**config.mk**
```make
export PLATFORM = sky130hd
export DESIGN_NAME = joystick_autofire_port_encoder_flat
export DESIGN_NICKNAME = d
export VERILOG_FILES = /design/src/hdl/jafpe_pkg.sv /design/src/hdl/jafpe_req_if.sv /design/src/hdl/jafpe_rsp_if.sv /design/src/hdl/joystick_autofire_port_encoder.sv /design/src/hdl/jafpe_rapid.sv /design/src/hdl/jafpe_encode.sv /design/src/flat_wrapper.sv
export VERILOG_INCLUDE_DIRS = /design/src /design/src/hdl
export SDC_FILE = /design/constraint.sdc
export NUM_CORES = 1
export LEC_CHECK = 0
export BUFFER_PORTS_ARGS = -buffer_cell sky130_fd_sc_hd__buf_2
export CORE_MARGIN = 4
export CORE_UTILIZATION = 50
export DETAILED_ROUTE_END_ITERATION = 8
export PLACE_DENSITY = 0.81
export REMOVE_ABC_BUFFERS = 1
export SLEW_MARGIN = 30
export SYNTH_ARGS = -nofsm -noshare
export SYNTH_HDL_FRONTEND = slang
export SYNTH_SLANG_ARGS = --single-unit
```
**constraint.sdc**
```tcl
create_clock -name clock -period 3.2 [get_ports clock]
set_clock_uncertainty 0.15 [all_clocks]
set_input_delay 0.48 -clock clock [delete_from_list [all_inputs] [get_ports clock]]
set_output_delay 0.48 -clock clock [all_outputs]
set_load 0.05 [all_outputs]
```
**src/hdl/assert_macros.svh**
```systemverilog
// ------------------------------------------------------------------------------------------
// assertion macros
// concurrent checks that compile away when SYNTHESIS is set
// ------------------------------------------------------------------------------------------
`ifndef ASSERT_MACROS_SVH
`define ASSERT_MACROS_SVH

`ifndef SYNTHESIS

// property holds at every clock edge outside reset
`define ASSERT_ALWAYS(label, clk, rst, prop) \
   label: assert property (@(posedge clk) disable iff (rst) (prop)) \
      else $error("assertion failed");

// consequent holds in the cycle after the antecedent
`define ASSERT_NEXT(label, clk, rst, ante, cons) \
   label: assert property (@(posedge clk) disable iff (rst) (ante) |=> (cons)) \
      else $error("assertion failed");

`else

`define ASSERT_ALWAYS(label, clk, rst, prop)
`define ASSERT_NEXT(label, clk, rst, ante, cons)

`endif

`endif

```
**src/hdl/jafpe_pkg.sv**
```systemverilog
// ------------------------------------------------------------------------------------------
// jafpe_pkg
// shared types, constants and helpers of the joystick port encoder
// ------------------------------------------------------------------------------------------
`default_nettype none

package jafpe_pkg;

   localparam int NUM_BUTTONS_DEFAULT = 8;
   localparam int MAX_BUTTONS         = 8;
   localparam int MODE_W              = 4;
   localparam int COUNT_W             = 9;
   localparam int PORT_W              = 6;
   localparam int CSR_DATA_W          = 32;
   localparam int CSR_INDEX_W         = 3;

   localparam logic [7:0] CODE_BASE = 8'h70;
   localparam logic [7:0] CODE_LAST = 8'h75;

   localparam logic [COUNT_W-1:0] PHASE_BIT = 9'h100;

   typedef enum logic [CSR_INDEX_W-1:0] {
      REG_RAPID_MODES   = 3'd0,
      REG_UP_CODE       = 3'd1,
      REG_DOWN_CODE     = 3'd2,
      REG_LEFT_CODE     = 3'd3,
      REG_RIGHT_CODE    = 3'd4,
      REG_CENTER_CODE   = 3'd5,
      REG_BUTTON_A_CODE = 3'd6,
      REG_BUTTON_B_CODE = 3'd7
   } csr_index_type;

   typedef struct packed {
      logic [7:0] up;
      logic [7:0] down;
      logic [7:0] left;
      logic [7:0] right;
      logic [7:0] center;
      logic [7:0] button_a;
      logic [7:0] button_b;
   } codes_type;

   // half-period for an autofire setting, zero when autofire is off
   function automatic logic [7:0] period_of(logic [MODE_W-1:0] mode);
      case (mode)
         4'd1:    return 8'd25;
         4'd2:    return 8'd12;
         4'd3:    return 8'd8;
         4'd4:    return 8'd6;
         4'd5:    return 8'd5;
         4'd6:    return 8'd4;
         4'd7:    return 8'd3;
         4'd8:    return 8'd2;
         4'd9:    return 8'd1;
         default: return 8'd0;
      endcase
   endfunction

   // codes in the mapped window select one port bit, others select none
   function automatic logic [PORT_W-1:0] code_to_bit(logic [7:0] code);
      logic [7:0] offset;
      offset = code - CODE_BASE;
      if (code < CODE_BASE || code > CODE_LAST) begin
         return '0;
      end
      return PORT_W'(1) << offset[2:0];
   endfunction

endpackage

`default_nettype wire

```
**src/hdl/jafpe_req_if.sv**
```systemverilog
// ------------------------------------------------------------------------------------------
// jafpe_req_if
// poll tick channel: direction nibble, button mask and connected flag
// ------------------------------------------------------------------------------------------
`default_nettype none

interface jafpe_req_if;
   logic       valid;
   logic       ready;
   logic [3:0] direction;
   logic [7:0] pressed;
   logic       connected;

   modport source (output valid, direction, pressed, connected, input ready);
   modport sink   (input valid, direction, pressed, connected, output ready);
endinterface

`default_nettype wire

```
**src/hdl/jafpe_rsp_if.sv**
```systemverilog
// ------------------------------------------------------------------------------------------
// jafpe_rsp_if
// result channel: port byte and button mask after autofire
// ------------------------------------------------------------------------------------------
`default_nettype none

interface jafpe_rsp_if;
   logic       valid;
   logic       ready;
   logic [5:0] port_byte;
   logic [7:0] buttons_after_rapid;

   modport source (output valid, port_byte, buttons_after_rapid, input ready);
   modport sink   (input valid, port_byte, buttons_after_rapid, output ready);
endinterface

`default_nettype wire

```
**src/hdl/joystick_autofire_port_encoder.sv**
```systemverilog
// ------------------------------------------------------------------------------------------
// joystick_autofire_port_encoder
// joystick poll encoder with per-button autofire and programmable port codes
// ------------------------------------------------------------------------------------------
// One poll word is taken per clock cycle unless the output stalls. A word is held in an
// input register and passes through the autofire counter bank and the code mapping in a
// single register-to-register step into the result register. The counter bank allows this
// rate by updating every button in parallel on that step; the request ready follows the
// result ready combinationally when both registers are full. Users must write configuration
// registers through the csr port while the block is idle; the block does not enforce it.
`default_nettype none

`include "assert_macros.svh"

module joystick_autofire_port_encoder
   import jafpe_pkg::*;
#(
   parameter int NUM_BUTTONS = NUM_BUTTONS_DEFAULT
) (
   input  wire logic                   clock,
   input  wire logic                   reset,
   jafpe_req_if.sink                   req_ch,
   jafpe_rsp_if.source                 rsp_ch,
   input  wire logic                   csr_we,
   input  wire logic [CSR_INDEX_W-1:0] csr_index,
   input  wire logic [CSR_DATA_W-1:0]  csr_wdata
);

   logic                  in_valid_ff;
   logic [3:0]            dir_ff;
   logic [7:0]            pressed_ff;
   logic                  conn_ff;
   logic                  rsp_valid_ff;
   logic [PORT_W-1:0]     rsp_port_ff;
   logic [7:0]            rsp_buttons_ff;
   logic [CSR_DATA_W-1:0] rapid_modes_ff;
   codes_type             codes_ff;
   logic                  advance;
   logic [7:0]            buttons;
   logic [PORT_W-1:0]     port_byte;

   assign advance      = in_valid_ff && (!rsp_valid_ff || rsp_ch.ready);
   assign req_ch.ready = !in_valid_ff || advance;

   always_ff @(posedge clock) begin
      if (reset) begin
         in_valid_ff <= 1'b0;
      end else if (req_ch.ready) begin
         in_valid_ff <= req_ch.valid;
      end
      if (req_ch.valid && req_ch.ready) begin
         dir_ff     <= req_ch.direction;
         pressed_ff <= req_ch.pressed;
         conn_ff    <= req_ch.connected;
      end
   end

   always_ff @(posedge clock) begin
      if (reset) begin
         rsp_valid_ff <= 1'b0;
      end else if (advance) begin
         rsp_valid_ff <= 1'b1;
      end else if (rsp_ch.ready) begin
         rsp_valid_ff <= 1'b0;
      end
      if (advance) begin
         rsp_port_ff    <= port_byte;
         rsp_buttons_ff <= buttons;
      end
   end

   always_ff @(posedge clock) begin
      if (reset) begin
         rapid_modes_ff    <= '0;
         codes_ff.up       <= 8'h70;
         codes_ff.down     <= 8'h71;
         codes_ff.left     <= 8'h72;
         codes_ff.right    <= 8'h73;
         codes_ff.center   <= 8'h00;
         codes_ff.button_a <= 8'h74;
         codes_ff.button_b <= 8'h75;
      end else if (csr_we) begin
         unique case (csr_index_type'(csr_index))
            REG_RAPID_MODES:   rapid_modes_ff    <= csr_wdata;
            REG_UP_CODE:       codes_ff.up       <= csr_wdata[7:0];
            REG_DOWN_CODE:     codes_ff.down     <= csr_wdata[7:0];
            REG_LEFT_CODE:     codes_ff.left     <= csr_wdata[7:0];
            REG_RIGHT_CODE:    codes_ff.right    <= csr_wdata[7:0];
            REG_CENTER_CODE:   codes_ff.center   <= csr_wdata[7:0];
            REG_BUTTON_A_CODE: codes_ff.button_a <= csr_wdata[7:0];
            REG_BUTTON_B_CODE: codes_ff.button_b <= csr_wdata[7:0];
            default: ;
         endcase
      end
   end

   jafpe_rapid #(
      .NUM_BUTTONS (NUM_BUTTONS)
   ) u_rapid (
      .clock       (clock),
      .reset       (reset),
      .step        (advance),
      .connected   (conn_ff),
      .pressed     (pressed_ff),
      .rapid_modes (rapid_modes_ff),
      .buttons     (buttons)
   );

   jafpe_encode u_encode (
      .clock     (clock),
      .reset     (reset),
      .step      (advance),
      .connected (conn_ff),
      .direction (dir_ff),
      .buttons   (buttons[3:0]),
      .codes     (codes_ff),
      .port_byte (port_byte)
   );

   assign rsp_ch.valid               = rsp_valid_ff;
   assign rsp_ch.port_byte           = rsp_port_ff;
   assign rsp_ch.buttons_after_rapid = rsp_buttons_ff;

   // a stalled word stays in the input register
   `ASSERT_NEXT(a_word_kept, clock, reset, in_valid_ff && !advance, in_valid_ff)
   `ASSERT_ALWAYS(a_no_phantom_buttons, clock, reset,
                  !rsp_valid_ff || ((rsp_buttons_ff >> NUM_BUTTONS) == 8'd0))

endmodule

`default_nettype wire

```
**src/hdl/jafpe_rapid.sv**
```systemverilog
// ------------------------------------------------------------------------------------------
// jafpe_rapid
// per-button autofire counters and phase masking of the button mask
// ------------------------------------------------------------------------------------------
`default_nettype none

`include "assert_macros.svh"

module jafpe_rapid
   import jafpe_pkg::*;
#(
   parameter int NUM_BUTTONS = NUM_BUTTONS_DEFAULT
) (
   input  wire logic                  clock,
   input  wire logic                  reset,
   input  wire logic                  step,
   input  wire logic                  connected,
   input  wire logic [MAX_BUTTONS-1:0] pressed,
   input  wire logic [CSR_DATA_W-1:0] rapid_modes,
   output logic      [MAX_BUTTONS-1:0] buttons
);

   logic [NUM_BUTTONS-1:0][COUNT_W-1:0] counter_ff;
   logic [NUM_BUTTONS-1:0][COUNT_W-1:0] counter_in;
   logic [NUM_BUTTONS-1:0]              live;

   for (genvar g = 0; g < NUM_BUTTONS; g++) begin : gen_btn
      logic [MODE_W-1:0]  mode;
      logic [COUNT_W-1:0] period;
      logic [COUNT_W-1:0] dec;
      logic [COUNT_W-1:0] nxt;
      logic               active;

      assign mode   = rapid_modes[MODE_W*g +: MODE_W];
      assign period = {1'b0, period_of(mode)};
      assign active = pressed[g] && (period != '0);
      assign dec    = counter_ff[g] - COUNT_W'(1);

      always_comb begin
         if (!active) begin
            nxt = '0;
         end else if (counter_ff[g] == '0) begin
            nxt = period;
         end else if (dec[7:0] == 8'd0) begin
            // half-period done: reload and flip the phase
            nxt = (dec + period) ^ PHASE_BIT;
         end else begin
            nxt = dec;
         end
      end

      // counters hold while the stick is unplugged
      assign counter_in[g] = connected ? nxt : counter_ff[g];
      assign live[g]       = connected && pressed[g] && !(active && nxt[COUNT_W-1]);
   end

   always_ff @(posedge clock) begin
      if (reset) begin
         counter_ff <= '0;
      end else if (step) begin
         counter_ff <= counter_in;
      end
   end

   assign buttons = MAX_BUTTONS'(live);

   `ASSERT_NEXT(a_hold_unplugged, clock, reset, step && !connected, $stable(counter_ff))
   `ASSERT_ALWAYS(a_mask_only_clears, clock, reset,
                  (buttons & ~pressed) == '0)

endmodule

`default_nettype wire

```
**src/hdl/jafpe_encode.sv**
```systemverilog
// ------------------------------------------------------------------------------------------
// jafpe_encode
// maps direction, centre event and buttons to the six-bit port byte
// ------------------------------------------------------------------------------------------
`default_nettype none

module jafpe_encode
   import jafpe_pkg::*;
(
   input  wire logic              clock,
   input  wire logic              reset,
   input  wire logic              step,
   input  wire logic              connected,
   input  wire logic [3:0]        direction,
   input  wire logic [3:0]        buttons,
   input  wire codes_type         codes,
   output logic      [PORT_W-1:0] port_byte
);

   logic [3:0] prev_dir_ff;
   logic [3:0] dir;
   logic       centre;

   assign dir    = connected ? direction : 4'd0;
   assign centre = (dir == 4'd0) && (prev_dir_ff != 4'd0);

   always_comb begin
      port_byte = '0;
      if (dir[0])           port_byte |= code_to_bit(codes.up);
      if (dir[1])           port_byte |= code_to_bit(codes.down);
      if (dir[2])           port_byte |= code_to_bit(codes.left);
      if (dir[3])           port_byte |= code_to_bit(codes.right);
      if (centre)           port_byte |= code_to_bit(codes.center);
      if (buttons[0] || buttons[2]) port_byte |= code_to_bit(codes.button_a);
      if (buttons[1] || buttons[3]) port_byte |= code_to_bit(codes.button_b);
   end

   always_ff @(posedge clock) begin
      if (reset) begin
         prev_dir_ff <= '0;
      end else if (step) begin
         prev_dir_ff <= dir;
      end
   end

endmodule

`default_nettype wire

```
**src/flat_wrapper.sv**
```systemverilog
// flat-port wrapper written by rule: the top's interface ports become plain ports
module joystick_autofire_port_encoder_flat import jafpe_pkg::*;
#(
   parameter int NUM_BUTTONS = NUM_BUTTONS_DEFAULT
)
  (clock, reset, csr_we, csr_index, csr_wdata, req_ch_valid, req_ch_direction, req_ch_pressed, req_ch_connected, req_ch_ready, rsp_ch_valid, rsp_ch_port_byte, rsp_ch_buttons_after_rapid, rsp_ch_ready);
  jafpe_req_if req_ch_i ();
  jafpe_rsp_if rsp_ch_i ();
  input  wire logic clock;
  input  wire logic reset;
  input  wire logic csr_we;
  input  wire logic [CSR_INDEX_W-1:0] csr_index;
  input  wire logic [CSR_DATA_W-1:0] csr_wdata;
  input wire logic [$bits(req_ch_i.valid)-1:0] req_ch_valid;
  input wire logic [$bits(req_ch_i.direction)-1:0] req_ch_direction;
  input wire logic [$bits(req_ch_i.pressed)-1:0] req_ch_pressed;
  input wire logic [$bits(req_ch_i.connected)-1:0] req_ch_connected;
  output wire logic [$bits(req_ch_i.ready)-1:0] req_ch_ready;
  output wire logic [$bits(rsp_ch_i.valid)-1:0] rsp_ch_valid;
  output wire logic [$bits(rsp_ch_i.port_byte)-1:0] rsp_ch_port_byte;
  output wire logic [$bits(rsp_ch_i.buttons_after_rapid)-1:0] rsp_ch_buttons_after_rapid;
  input wire logic [$bits(rsp_ch_i.ready)-1:0] rsp_ch_ready;
  assign req_ch_i.valid = req_ch_valid;
  assign req_ch_i.direction = req_ch_direction;
  assign req_ch_i.pressed = req_ch_pressed;
  assign req_ch_i.connected = req_ch_connected;
  assign req_ch_ready = req_ch_i.ready;
  assign rsp_ch_valid = rsp_ch_i.valid;
  assign rsp_ch_port_byte = rsp_ch_i.port_byte;
  assign rsp_ch_buttons_after_rapid = rsp_ch_i.buttons_after_rapid;
  assign rsp_ch_i.ready = rsp_ch_ready;
  joystick_autofire_port_encoder #(.NUM_BUTTONS(NUM_BUTTONS)) u_core (.clock(clock), .reset(reset), .req_ch(req_ch_i), .rsp_ch(rsp_ch_i), .csr_we(csr_we), .csr_index(csr_index), .csr_wdata(csr_wdata));
endmodule
```
==> results of run 1 <==
==> worst max-delay path, stage by stage, from the launching register on <==
cell,delay [ns]
dfxtp_1,0.44
inv_1,0.10
ha_1,0.25
xor2_1,0.18
or3b_2,0.49
nor4_2,0.25
nor3b_1,0.23
nor3_1,0.10
o21bai_2,0.26
a41oi_1,0.23
o21ai_1,0.09
==> cells in the final DEF (no fill, tap or decap), types with 14 or more instances in the layout <==
master,instances
or3_1,19
nand3b_1,23
dfxtp_1,205
nor3b_1,16
clkbuf_16,27
nand2_1,232
xor2_1,30
inv_1,91
mux2i_1,23
nor2_1,146
xnor2_1,28
nor3_1,53
a21o_1,35
a21oi_1,165
o21ai_0,66
buf_2,67
buf_4,33
nor2b_1,29
ha_1,81
o31ai_1,20
nand2b_1,14
nand3_1,32
edfxtp_1,27
==> flip-flops by register name, indices dropped and copies added (netlist names) <==
register                           count
u_core.u_encode.prev_dir_ff            4
u_core.rsp_ch.valid                    1
u_core.dir_ff                          4
u_core.in_valid_ff                     1
u_core.u_rapid.counter_ff             72
u_core.codes_ff                       56
u_core.conn_ff                         1
u_core.rapid_modes_ff                 32
u_core.pressed_ff                      8
u_core.u_rapid.gen_btn.period         40
u_core.rsp_ch.port_byte                6
u_core.rsp_ch.buttons_after_rapid      8
==> area by class of cell <==
type,count,area (um2),area share
clock inverter,6,71.32,0.004825
inverter,91,341.6,0.02311
clock buffer,40,794.5,0.05375
multi-input combinational,1190,7451,0.5041
sequential,233,4936,0.3340
timing repair buffer,116,773.2,0.05232
tap,330,412.9,0.02794
==> worst paths after layout <==
check                                     from                    endpoint  slack, ns  cells after the start
setup / recovery  u_core.u_rapid.counter_ff[9]  u_core.rsp_ch.port_byte[4]       0.17                     10
hold / removal                    req_ch_valid          u_core.in_valid_ff       0.03                      3
setup reg to reg  u_core.u_rapid.counter_ff[9]  u_core.rsp_ch.port_byte[4]       0.17                     10
hold reg to reg             u_core.codes_ff[7]          u_core.codes_ff[7]       0.31                      2
==> report_power, final <==
part / leakage (nW) / switching, mW / internal [mW] / total [mW]
registers: 1.93 / 0.0521 / 3.03 / 3.08
clock network: 0.428 / 1.19 / 1.79 / 2.98
logic: 3.59 / 0.379 / 0.239 / 0.618
==> stage by stage <==
stage / hold WS [ns] / utilization / worst slack (ns)
detailed placement: 0.2977 / 0.5425 / 0.05172
floorplan: 0.2751 / - / -0.4372
global route: 0.05332 / 0.5836 / 0.007595
finish: 0.02823 / 0.5836 / 0.1689
CTS: 0.008614 / 0.5819 / 0.03993
global placement: 0.2914 / 0.5425 / 0.1813
==> what timing repair did <==
item | CTS | global route
hold endpoints to repair | 13 | 0
endpoints found under the setup margin | 0 | 6
gates resized for setup | 0 | 9
hold buffers | 13 | 0
==> kinds of logic after synthesis <==
kind of cell / Yosys count
adders and majority gates: 90
buffers and inverters: 152
AOI/OAI and AO/OA: 376
DFF: 233
xor gates and xnor gates: 58
muxes: 27
and+or+nand+nor: 639
==> metal layers <==
metal,wire (um),vias up,track usage,part of all wire
met5,0,-,0,0
met4,905,0,0.06210,0.029
met3,1820,71,0.03550,0.058
met2,14930,311,0.3689,0.47
met1,13820,5384,0.2771,0.44
li1,-,5686,-,-
==> cells in the mapped netlist (all sizes together) (5+ instances only) <==
cell / number
xnor2: 28
o31ai: 20
nor2: 146
nand2b: 14
xor2: 30
nor4: 19
a22oi: 9
buf: 8
or3b: 6
fa: 8
a21oi: 165
o21ai: 70
or4: 14
ha: 82
clkbuf: 53
a21o: 35
edfxtp: 27
mux2i: 24
o211ai: 11
a31oi: 7
nor3: 54
inv: 91
o21a: 7
or3: 19
a211o: 10
nor2b: 29
nand2: 233
nand3b: 23
dfxtp: 206
a2111oi: 5
nand3: 32
o21bai: 6
nand4: 8
nor3b: 16
==> results.cfg, run 1 <==
[floorplanning]
start_util = 0.5102
die_h_um = 168.8
pin_count = 69
die_width_um = 168.8
core_mm2 = 0.02533
die-area_mm2 = 0.02848
rows = 58

[yosys]
asyncSetResetFlopFracSynth = 0
yosysSeqAreaShare = 0.3819
ys_ff_latch = 233
synth_top_cell_by_area = dfxtp_1
yosys_warnings = 0
synth_edf_count = 27
ys.flop_type = dfxtp_1
synthesis.area_mm2 = 0.01292
postSynthAreaPerCell_um2 = 8.205
synth_top_area_frac = 0.3191
synth_area_leaders = dfxtp_1 32%, ha_1 7.9%, nand2_1 6.8%, a21oi_1 6.4%, edfxtp_1 6.3%
synth_cell_types = 73
synth_compound_area_frac = 0.1790
yosys.area_share.xor_xnor = 0.03931
synth_top_family_by_area = simple AND/OR/NAND/NOR gates
yosys.area_share.simple = 0.2413
syn_inst = 1575
synth_fa_ha_area_frac = 0.09179
synth.area.mux_share = 0.02120

[timing]
slew_violations = 0
fmax_mhz = 329.9
setup_viol = 0
rsz0062_at_grt = no
post-route-period-util = 0.9472
tns_ns = 0
relSlewSlack = 0.3647
worst_pin_slew_ns = 0.9289
hold_viol_final = 0
min_period_ns = 3.031

[placement]
gp_congestion = 0.9125
port_buffers = 68
dpl.cell_count = 1947
dpl_cell_area_mm2 = 0.01374
dpl.hpwl_um = 22310

[worst_setup_path]
cp-start-kind = flop
cp-end-kind = flop
critical_path_class = flop to flop
crit_path_max_fanout = 7
arrival_ns = 3.16
worstPathRequired_ns = 3.33

[global_route]
overflow = 0
grt_first_pass_wirelength_um = 51760
grt_max_degree = 44
grt.total_usage = 0.2140
grt_pass1_vias = 10920
antenna_found_initial = 0

[power_and_ir_drop]
p_total_mw = 6.678
power_density_mw_per_mm2 = 451.8
peakVddDrop_v = 0.0003935
leakage_nw = 5.950

[hold_path]
min_path_type = input port to flop

[cells_and_area]
fin_area_mm2 = 0.01478
fin_nets = 1801
synthToLayoutAreaGrowth_pct = 14.38
diodes = 0
layout-drive-gt1-share = 0.1044
fin_cells = 2006
fillCellCount = 2217

[clock_network]
cts_setup_buffers = 0
ctsRootBufferMaster = clkbuf_16
cts_tree = done
clock_sinks = 233
ctsHtreeMaxLevel = 1
clkTransAtPathRegs_ns = 0.06
insertion_delay_ns = 0.53
cts_made_buffers = 26
clock_tree.buffer_depth = 3

[detailed_routing]
routed_wirelength_um = 31470
post-route-drc-count = 0
vias = 11450
ant_nets = 0
drt-pass1-iter-count = 7
routed_via_density = 5.709
post_drt_wl_per_cell_um = 15.69
drt_iter0_drc = 730

[job]
max_cap_violations = 0

[status]
outcome = finished, final reports clean
(Power assumes the default switching activity.)
==> inputs of run 2 (changes only) <==
--- a/config.mk
+++ b/config.mk
@@ -7,11 +7,14 @@
 export NUM_CORES = 1
 export LEC_CHECK = 0
 export BUFFER_PORTS_ARGS = -buffer_cell sky130_fd_sc_hd__buf_2
+export CAP_MARGIN = 5
 export CORE_MARGIN = 4
 export CORE_UTILIZATION = 50
 export DETAILED_ROUTE_END_ITERATION = 8
 export PLACE_DENSITY = 0.81
+export RECOVER_POWER = 25
 export REMOVE_ABC_BUFFERS = 1
+export SETUP_SLACK_MARGIN = 0.3
 export SLEW_MARGIN = 30
 export SYNTH_ARGS = -nofsm -noshare
 export SYNTH_HDL_FRONTEND = slang
==> run 2 against run 1 <==
Net effect: the run now ends with capacitance limit, slew limit left; register-to-register slack better by 0.17 ns; clock power about the same; non-clock buffer count is 11 higher; maximum frequency grew 5.9%; sequential share of layout area is 0.39 points lower; total power increased by 0.14%; die area unchanged; flip-flop and latch count unchanged; count of clock-buffer cells in the layout stayed put; worst setup slack improved by 0.17 ns; first-iteration DRC count rose by 0.27%; combinational power hardly changed; largest cell class unchanged; highest routed layer unchanged.
==> results.cfg, run 2 (synthesis results as in run 1) <==
[timing]
worst_pin_slew_ns = 1.557
hold_viol_final = 0
rsz0062_at_grt = yes
tns_ns = 0
fmax_mhz = 349.5
min_period_ns = 2.861
setup_viol = 0
slew_violations = 28
worst_slack_ns = 0.3387
relSlewSlack = -0.03798
post-route-period-util = 0.8942

[placement]
port_buffers = 68
pre_cts_slack_ns = 0.05172
gp_congestion = 0.9125
dpl.cell_count = 1947
dpl.hpwl_um = 22310

[detailed_routing]
drt-pass1-iter-count = 7
ant_nets = 0
vias = 11550
drt_iter0_drc = 732
routed_via_density = 5.728
post-route-drc-count = 0
routed_wirelength_um = 32020
post_drt_wl_per_cell_um = 15.88

[cells_and_area]
synthToLayoutAreaGrowth_pct = 15.93
regArea_mm2 = 0.004945
largest_reg_flops = 72
regMostFlops = u_core.u_rapid.counter_ff
final_cell_mix = 232 x nand2_1, 200 x dfxtp_1, 164 x a21oi_1, 146 x nor2_1, 88 x inv_1
fin_cells = 2017
diodes = 0
layout_commonest_cell = nand2_1
layout-drive-gt1-share = 0.1215
multi_input_area_mm2 = 0.007586
fillCellCount = 2194
utilization = 0.5915
fin_nets = 1812

[worst_setup_path]
cp-end-kind = flop
arrival_ns = 2.99
cpPeakStageDelay_ns = 0.52
crit_path_max_fanout = 6
cp_cell_sequence = inv_1 -> ha_1 -> xor2_1 -> or3b_2 -> nor4_4 -> nor3b_2 -> nor3_2 -> o21bai_4 -> a21oi_1 -> o31ai_1
slowest_stage = or3b_2
cp-start-kind = flop
critical_path_class = flop to flop
worstPathRequired_ns = 3.33

[power_and_ir_drop]
power_switching_mw = 1.633
clockPowerShare = 0.446
combPwrFrac = 0.093
p_total_mw = 6.687
peakVddDrop_v = 0.0003956
seq_power_share = 0.461
p_sw_frac = 0.2443
p_int_mw = 5.054
power_density_mw_per_mm2 = 446.4
leakage_nw = 6.013

[clock_network]
insertion_delay_ns = 0.54
cts_tree = done
ctsHtreeMaxLevel = 1
clock_sinks = 233
cts_made_buffers = 26
clock_tree.buffer_depth = 3
ctsRootBufferMaster = clkbuf_16
clkTransAtPathRegs_ns = 0.06

[job]
max_cap_violations = 1

[floorplanning]
pin_count = 69
die-area_mm2 = 0.02848
start_util = 0.5102
die_width_um = 168.8
die_h_um = 168.8
core_mm2 = 0.02533
rows = 58

[hold_path]
min_path_type = input port to flop

[global_route]
overflow = 0
grt_pass1_vias = 11040
antenna_found_initial = 0
grt_max_degree = 44
grt.total_usage = 0.2161
grt_first_pass_wirelength_um = 52260

[status]
violations = capacitance limit, slew limit
outcome = finished with violations
==> run 2: cell types whose count changed in the layout (fill, tap and decap cells not counted), sizes merged <==
cell / change
buf: +3
clkbuf: +8
==> run 2: worst max-delay path: cells and delay by family (launching register included) <==
kind | cells | cell delay [ns]
xor+xnor | 1 | 0.19
simple gates | 4 | 1.04
compound gates | 3 | 0.50
buf+inv | 1 | 0.09
flops | 1 | 0.40
fa+ha+maj | 1 | 0.23
==> run 2: final timing paths <==
| path | depth (start not counted) | endpoint | from | slack [ns] |
|---|---|---|---|---|
| worst min-delay path | 3 | u_core.in_valid_ff | req_ch_valid | 0.03 |
| worst min register to register | 2 | u_core.codes_ff[7] | u_core.codes_ff[7] | 0.31 |
| worst max register to register | 10 | u_core.rsp_ch.port_byte[5] | u_core.u_rapid.counter_ff[10] | 0.34 |
| worst max-delay path | 10 | u_core.rsp_ch.port_byte[5] | u_core.u_rapid.counter_ff[10] | 0.34 |
==> run 2: layout make-up <==
class,count,area share
flip-flops and latches,233,0.3301
multi-input cells,1190,0.5064
repair buffers,127,0.05521
clock inverters,6,0.004761
clock buffers,40,0.05304
well taps,330,0.02756
inverters,91,0.02297
==> run 2: layer usage <==
metal  GRT usage  part of all wire
met5           0                 0
met3     0.03526             0.060
met4     0.06316             0.029
met1      0.2792              0.43
met2      0.3734              0.48
==> run 2: stage by stage <==
stage | instance area (um2) | hold WS, ns
finish | 14980 | 0.02845
global route | 14980 | 0.05332
CTS | 14890 | 0.008614
detailed placement | 13740 | 0.2977
global placement | 13740 | 0.2914
floorplan | 12680 | 0.2751
==> run 2: power groups by stage <==
stage	clock network, mW	registers (mW)	logic, mW
final	2.98	3.08	0.620
after global routing	3.18	3.09	0.684
after CTS	3.04	3.08	0.620
after detailed placement	0	3.14	0.600
after global placement	0	3.14	0.580
after floorplan	0	3.16	0.340
==> run 2: what timing repair did <==
| action | 4_1_cts | 5_1_grt |
|---|---|---|
| endpoints found under the hold margin | 13 | 0 |
| pin swaps | 8 | 7 |
| endpoints found under the setup margin | 8 | 16 |
| resized for setup | 20 | 25 |
| buffers inserted | 9 | 2 |
| hold buffers | 13 | 0 |
